<file path="config.mk">
export PLATFORM = sky130hd
export DESIGN_NAME = urs_cfa_ctrl
export DESIGN_NICKNAME = d
export VERILOG_FILES = /design/src/hdl/urs_cfa_pkg.sv /design/src/hdl/urs_cfa_ctrl.sv
export SDC_FILE = /design/constraint.sdc
export NUM_CORES = 1
export LEC_CHECK = 0
export ABC_CLOCK_PERIOD_IN_PS = 3600
export BUFFER_PORTS_ARGS = -buffer_cell sky130_fd_sc_hd__buf_2
export CORE_AREA = 2 2 39 41
export DETAILED_ROUTE_END_ITERATION = 16
export DIE_AREA = 0 0 41 43
export GPL_ROUTABILITY_DRIVEN = 0
export PLACE_DENSITY = 0.43
export SYNTH_ARGS = -nofsm -noshare
export SYNTH_HDL_FRONTEND = slang
export SYNTH_SLANG_ARGS = --single-unit
</file>
<file path="constraint.sdc">
create_clock -name clk -period 3.6 [get_ports clk]
set_clock_uncertainty 0.15 [all_clocks]
set_input_delay 0.72 -clock clk [delete_from_list [all_inputs] [get_ports clk]]
set_output_delay 0.72 -clock clk [all_outputs]
set_load 0.05 [all_outputs]
</file>
<file path="src/hdl/urs_cfa_pkg.sv">
`default_nettype none
package urs_cfa_pkg;

  localparam int unsigned TABLE_DEPTH_DEF  = 4096;
  localparam int unsigned SEARCH_STEPS_DEF = 13;
  localparam int unsigned IDX_W            = 13;
  localparam int unsigned BOUND_W          = IDX_W + 1;
  localparam int unsigned ROW_ID_W         = 12;

  localparam logic [2:0] CFA_BP   = 3'd0;
  localparam logic [2:0] CFA_SP   = 3'd1;
  localparam logic [2:0] CFA_EXPR = 3'd2;
  localparam logic [2:0] CFA_END  = 3'd3;

  localparam logic [2:0] BP_SAME   = 3'd0;
  localparam logic [2:0] BP_OFFSET = 3'd1;
  localparam logic [2:0] BP_REG    = 3'd2;
  localparam logic [2:0] BP_EXPR   = 3'd3;
  localparam logic [2:0] BP_UNDEF  = 3'd4;

  localparam logic [15:0] EXPR_PLT1 = 16'd1;
  localparam logic [15:0] EXPR_PLT2 = 16'd2;
  localparam logic [3:0]  PLT1_THR  = 4'd11;
  localparam logic [3:0]  PLT2_THR  = 4'd10;
  localparam logic [63:0] SLOT_BYTES = 64'd8;

  typedef enum logic [2:0] {
    ST_OK,
    ST_BOTTOM,
    ST_NOROW,
    ST_EXHAUSTED,
    ST_BPRULE,
    ST_EXPR,
    ST_CFARULE,
    ST_ZEROCFA
  } status_t;

  typedef enum logic [1:0] {
    S_IDLE,
    S_SEARCH,
    S_CFA,
    S_FIN
  } state_t;

  typedef struct packed {
    logic signed [15:0] bp_save_off;
    logic signed [15:0] cfa_disp;
    logic [2:0]         bp_rule;
    logic [2:0]         cfa_rule;
  } rule_t;

  typedef struct packed {
    logic [63:0] pc;
    rule_t       rules;
  } row_t;

  typedef struct packed {
    logic load;
    logic mem_wr;
    logic probe;
    logic eval;
    logic out_load;
  } dp_cmd_t;

  typedef struct packed {
    logic srch_done;
    logic srch_ok;
    logic out_free;
  } dp_sts_t;

endpackage
`default_nettype wire

</file>
<file path="src/hdl/urs_cfa_ctrl.sv">
`default_nettype none
module urs_cfa_ctrl (
  input  wire logic                clk,
  input  wire logic                rst_n,
  input  wire logic                in_valid,
  input  wire logic                in_func,
  output logic                     in_ready,
  input  wire urs_cfa_pkg::dp_sts_t sts,
  output urs_cfa_pkg::dp_cmd_t     cmd
);

  urs_cfa_pkg::state_t state_r, state_nxt;

  always_ff @(posedge clk) begin
    if (!rst_n) begin
      state_r <= urs_cfa_pkg::S_IDLE;
    end else begin
      state_r <= state_nxt;
    end
  end

  always_comb begin
    state_nxt = state_r;
    in_ready  = 1'b0;
    cmd       = '0;
    unique case (state_r)
      urs_cfa_pkg::S_IDLE: begin
        in_ready = 1'b1;
        if (in_valid) begin
          cmd.load = 1'b1;
          if (in_func) begin
            state_nxt = urs_cfa_pkg::S_SEARCH;
          end else begin
            cmd.mem_wr = 1'b1;
            state_nxt  = urs_cfa_pkg::S_FIN;
          end
        end
      end
      urs_cfa_pkg::S_SEARCH: begin
        cmd.probe = 1'b1;
        if (sts.srch_done) begin
          state_nxt = sts.srch_ok ? urs_cfa_pkg::S_CFA : urs_cfa_pkg::S_FIN;
        end
      end
      urs_cfa_pkg::S_CFA: begin
        cmd.eval  = 1'b1;
        state_nxt = urs_cfa_pkg::S_FIN;
      end
      urs_cfa_pkg::S_FIN: begin
        if (sts.out_free) begin
          cmd.out_load = 1'b1;
          state_nxt    = urs_cfa_pkg::S_IDLE;
        end
      end
      default: begin
        state_nxt = urs_cfa_pkg::S_IDLE;
      end
    endcase
  end

endmodule
`default_nettype wire

</file>
==> results of run 1 <==
## kinds of logic after synthesis
group           Yosys count  share of synthesized area [%]
simple gates              6                           16.9
buf+inv                   4                           7.50
compound gates            7                           30.6
flops                     2                           20.0
fa+ha+maj                 4                           25.0
## per-stage QoR
step / hold slack, ns / cells / cell area, um^2 / util, % / setup WS, ns
finish: 0.356 / 54 / 303 / 21.9 / 1.28
floorplan: 0.323 / 23 / 200 / - / 0.590
detailed placement: 0.361 / 51 / 280 / 20.3 / 1.40
global placement: 0.349 / 51 / 280 / 20.3 / 1.41
CTS: 0.365 / 54 / 303 / 21.9 / 1.25
global route: 0.413 / 54 / 303 / 21.9 / 1.16
## cell type report
type                       count  area share (%)
sequential                     2            13.2
multi-input combinational     17            47.9
clock buffer                   3            7.44
timing repair buffer          12            19.8
inverter                       4            4.96
tap                           16            6.61
## cell usage after synthesis (all sizes together)
cell,n
o21ai,1
o221ai,1
a21oi,1
nor2b,1
nand2b,1
a21boi,1
nor2,1
and2,2
a21o,1
a211o,1
inv,4
dfxtp,2
o211ai,1
nand2,1
ha,4
## layout by cell type (no fill, tap or decap), types with 2 or more instances in the layout
cell type and instances:
inv_1 3, buf_2 12, ha_1 4, dfxtp_1 2, clkbuf_4 3
## critical path, delay by kind of cell, from the launching register on
family,cells,cell delay [ns]
DFF,1,0.37
adders and majority gates,1,0.26
buffers and inverters,2,0.30
and+or+nand+nor,2,0.31
## metal layers
metal / global-route usage, % / vias up / wire, um / share of wire [%]
met3: 2.09 / 0 / 57 / 13
met5: 0 / - / 0 / 0
met4: 6.00 / 0 / 0 / 0
met1: 6.07 / 84 / 193 / 42
met2: 8.44 / 9 / 206 / 45
li1: - / 108 / - / -
## worst min-delay path by stage
stage,end,start,slack (ns)
2_1_floorplan,state_r[1],state_r[1],0.32
3_3_place_gp,state_r[1],state_r[1],0.35
3_5_place_dp,state_r[1],state_r[1],0.36
4_1_cts,state_r[1],state_r[1],0.37
5_1_grt,state_r[1],state_r[1],0.41
6_report,state_r[1],state_r[1],0.36
==> flow_summary.toml, run 1 <==
[worst_setup_path]
path_class = "flop to primary output"
crit_fanout = 5
cp.arrival_ns = 1.45
crit_end = "cmd[3]"
reg2reg_to = "state_r[1]"
rr_worst_depth = 6
startpoint_type = "flop"
regToRegStartpoint = "state_r[0]"
path_cells = "inv_1, ha_1, and2_2, nor2b_1, buf_2"
crit_path_start = "state_r[0]"
cp_slowest_cell = "dfxtp_1"
slowest_delay_ns = 0.37
cp.required_ns = 2.73
reg2reg_slack_ns = 2.00
cp-end-kind = "primary output"

[die]
pin_count = 13
die-area_um2 = 1760
coreArea_um2 = 1380
die_h_um = 43
initial_utilization_pct = 14.5
rows = 14
die_w_um = 41

[run]
drv_cap = 0

[synth]
synth_top_area_share_pct = 25.0
ys_seq_area_share_pct = 20.0
synth-seq-cells = 2
yosys_warnings = 0
synth_cell_types = 17
synth_area_um2 = 200
synth_cells = 23
yosysTopAreaCell = "ha_1"
syn_avg_cell_area_um2 = 8.70
syn-num-nets = 34
synthTopCellsByArea = "ha_1, dfxtp_1, o221ai_2, a21boi_2, inv_1"

[sta]
finalSetupViolCount = 0
maxSlewViolCount = 0
tns_ns = 0
worst_pin_slew_ns = 0.242
max_freq_mhz = 430
finalCritPeriodShare_pct = 64.6
rsz0062_at_grt = "false"
hold_viol_final = 0
post-route-min-period_ns = 2.32
slew_headroom_pct = 83.9

[placement]
dp_hpwl_um = 377
portBuffers = 12

[route]
drtIter0Drc = 1
drt_pass1_iterations = 3
wl_um = 456
vias_per_cell = 3.72
drc = 0
wl_per_cell_um = 8.44
final_antenna_net_count = 0
num_vias = 201

[cells_and_area]
multiInputGateArea_um2 = 145
area_growth_pct = 51.2
largest_reg_flops = 2
largest_register = "state_r"
fill_cells = 157
reg.largest.list = "state_r (2)"
register_area_um2 = 40.0
drive_gt1_share_pct = 52.6
antennaDiodeCount = 0
final_nets = 51

[cts]
cts_hold_buf = 0
cts.sinks = 2
cts.reportedPaths.clkPinSlew_ns = 0.03
cts_setup_buffers = 0
clkLatencyLatePin_ns = 0.22
clockBufferDepth = 2
root_buffer = "clkbuf_4"
cts_tree = "done"
htreeDepth = 1
cts_resized = 0
cts-buffers-inserted = 3

[grt]
overflow = 0
grt_max_degree = 6
track_usage_pct = 5.91
grt_pass1_vias = 190
antenna_found_initial = 0
grt_pass1_wl_um = 683

[status]
outcome = "finished clean"

[hold_path]
hp-class = "flop to flop"
min_path_cells = 2
Power of run 1 is not shown: default switching activity piles up to over one toggle a cycle in this logic, so the estimate is an artifact.
==> run 2: changes to the inputs <==
--- a/config.mk
+++ b/config.mk
@@ -5,13 +5,13 @@
 export SDC_FILE = /design/constraint.sdc
 export NUM_CORES = 1
 export LEC_CHECK = 0
-export ABC_CLOCK_PERIOD_IN_PS = 3600
+export ABC_CLOCK_PERIOD_IN_PS = 2100
 export BUFFER_PORTS_ARGS = -buffer_cell sky130_fd_sc_hd__buf_2
 export CORE_AREA = 2 2 39 41
 export DETAILED_ROUTE_END_ITERATION = 16
 export DIE_AREA = 0 0 41 43
 export GPL_ROUTABILITY_DRIVEN = 0
-export PLACE_DENSITY = 0.43
+export PLACE_DENSITY = 0.44
 export SYNTH_ARGS = -nofsm -noshare
 export SYNTH_HDL_FRONTEND = slang
 export SYNTH_SLANG_ARGS = --single-unit
==> constraint.sdc (replaced) <==
create_clock -name clk -period 2.1 [get_ports clk]
set_clock_uncertainty 0.15 [all_clocks]
set_input_delay 0.42 -clock clk [delete_from_list [all_inputs] [get_ports clk]]
set_output_delay 0.42 -clock clk [all_outputs]
set_load 0.05 [all_outputs]
==> flow_summary.toml, run 2 (synthesized netlist as in run 1, its figures left out) <==
[status]
outcome = "finished clean"

[cells_and_area]
largest_register = "state_r"
area_growth_pct = 56.9
reg.largest.list = "state_r (2)"
final_cell_mix = "buf_2, inv_1, ha_1, clkbuf_4, dfxtp_1"
final_common_cell = "buf_2"
final_nets = 51
fin_util_pct = 22.7
drive_gt1_share_pct = 57.9
antennaDiodeCount = 0
final_area_um2 = 314
fill_cells = 165
largest_reg_flops = 2

[sta]
finalCritPeriodShare_pct = 93.8
worst_pin_slew_ns = 0.253
maxSlewViolCount = 0
post-route-min-period_ns = 1.97
tns_ns = 0
hold_viol_final = 0
rsz0062_at_grt = "false"
finalSetupViolCount = 0
hold_ws_ns = 0.301
slew_headroom_pct = 83.2
max_freq_mhz = 508

[die]
die_w_um = 41
rows = 14
die-area_um2 = 1760
coreArea_um2 = 1380
pin_count = 13
initial_utilization_pct = 14.5
die_h_um = 43

[placement]
dp_hpwl_um = 386
placed_cell_area_um2 = 292
portBuffers = 12

[worst_setup_path]
crit_fanout = 5
cp.required_ns = 1.53
cp.arrival_ns = 1.40
path_delay_family = "buffers and inverters"
startpoint_type = "flop"
regToRegStartpoint = "state_r[0]"
path_class = "flop to primary output"
path_cells = "inv_1, ha_2, and2_4, nor2b_4, buf_2"
critPathBufInv = 2
slowest_delay_ns = 0.32
crit_path_start = "state_r[0]"
cp_slowest_cell = "dfxtp_1"
cp-end-kind = "primary output"

[run]
drv_cap = 0

[cts]
htreeDepth = 1
clkLatencyLatePin_ns = 0.22
cts-buffers-inserted = 3
root_buffer = "clkbuf_4"
cts_hold_buf = 0
cts_tree = "done"
cts_resized = 0
cts.sinks = 2
cts_setup_buffers = 0
clockBufferDepth = 2
cts.reportedPaths.clkPinSlew_ns = 0.03

[route]
drt_pass1_iterations = 4
num_vias = 207
final_antenna_net_count = 0
wl_per_cell_um = 8.52
wl_um = 460
vias_per_cell = 3.83
drtIter0Drc = 1
drc = 0

[hold_path]
hp-class = "input port to flop"
worstHoldStart = "rst_n"

[grt]
grt_pass1_vias = 219
grt_max_degree = 6
overflow = 0
grt_pass1_wl_um = 772
track_usage_pct = 6.81
antenna_found_initial = 0
-- run 2: layer usage --
metal	up-vias	routed length, um	GRT usage, %
met5	-	0	0
met4	0	0	8.00
met3	0	46	1.57
met2	10	212	8.13
met1	90	201	8.63
li1	107	-	-
-- run 2: final cells by class --
type | count | area, um^2 | share of cell area [%]
multi-input cells | 17 | 156 | 49.8
well taps | 16 | 20.0 | 6.37
clock buffers | 3 | 22.5 | 7.17
inverters | 4 | 15.0 | 4.78
flip-flops and latches | 2 | 40.0 | 12.7
repair buffers | 12 | 60.1 | 19.1
-- run 2: final timing paths --
path | cells after the start | to | slack [ns]
min | 2 | state_r[1] | 0.30
min reg2reg | 2 | state_r[1] | 0.35
max | 5 | cmd[3] | 0.13
max reg2reg | 6 | state_r[1] | 0.58
-- run 2: through the flow --
| step | std cells | worst slack (ns) |
|---|---|---|
| finish | 54 | 0.131 |
| floorplan | 23 | 0.0748 |
| global placement | 51 | 0.368 |
| detailed placement | 51 | 0.350 |
| global route | 54 | 0.0287 |
| CTS | 54 | 0.106 |
Power of run 2 is left out for the same reason.
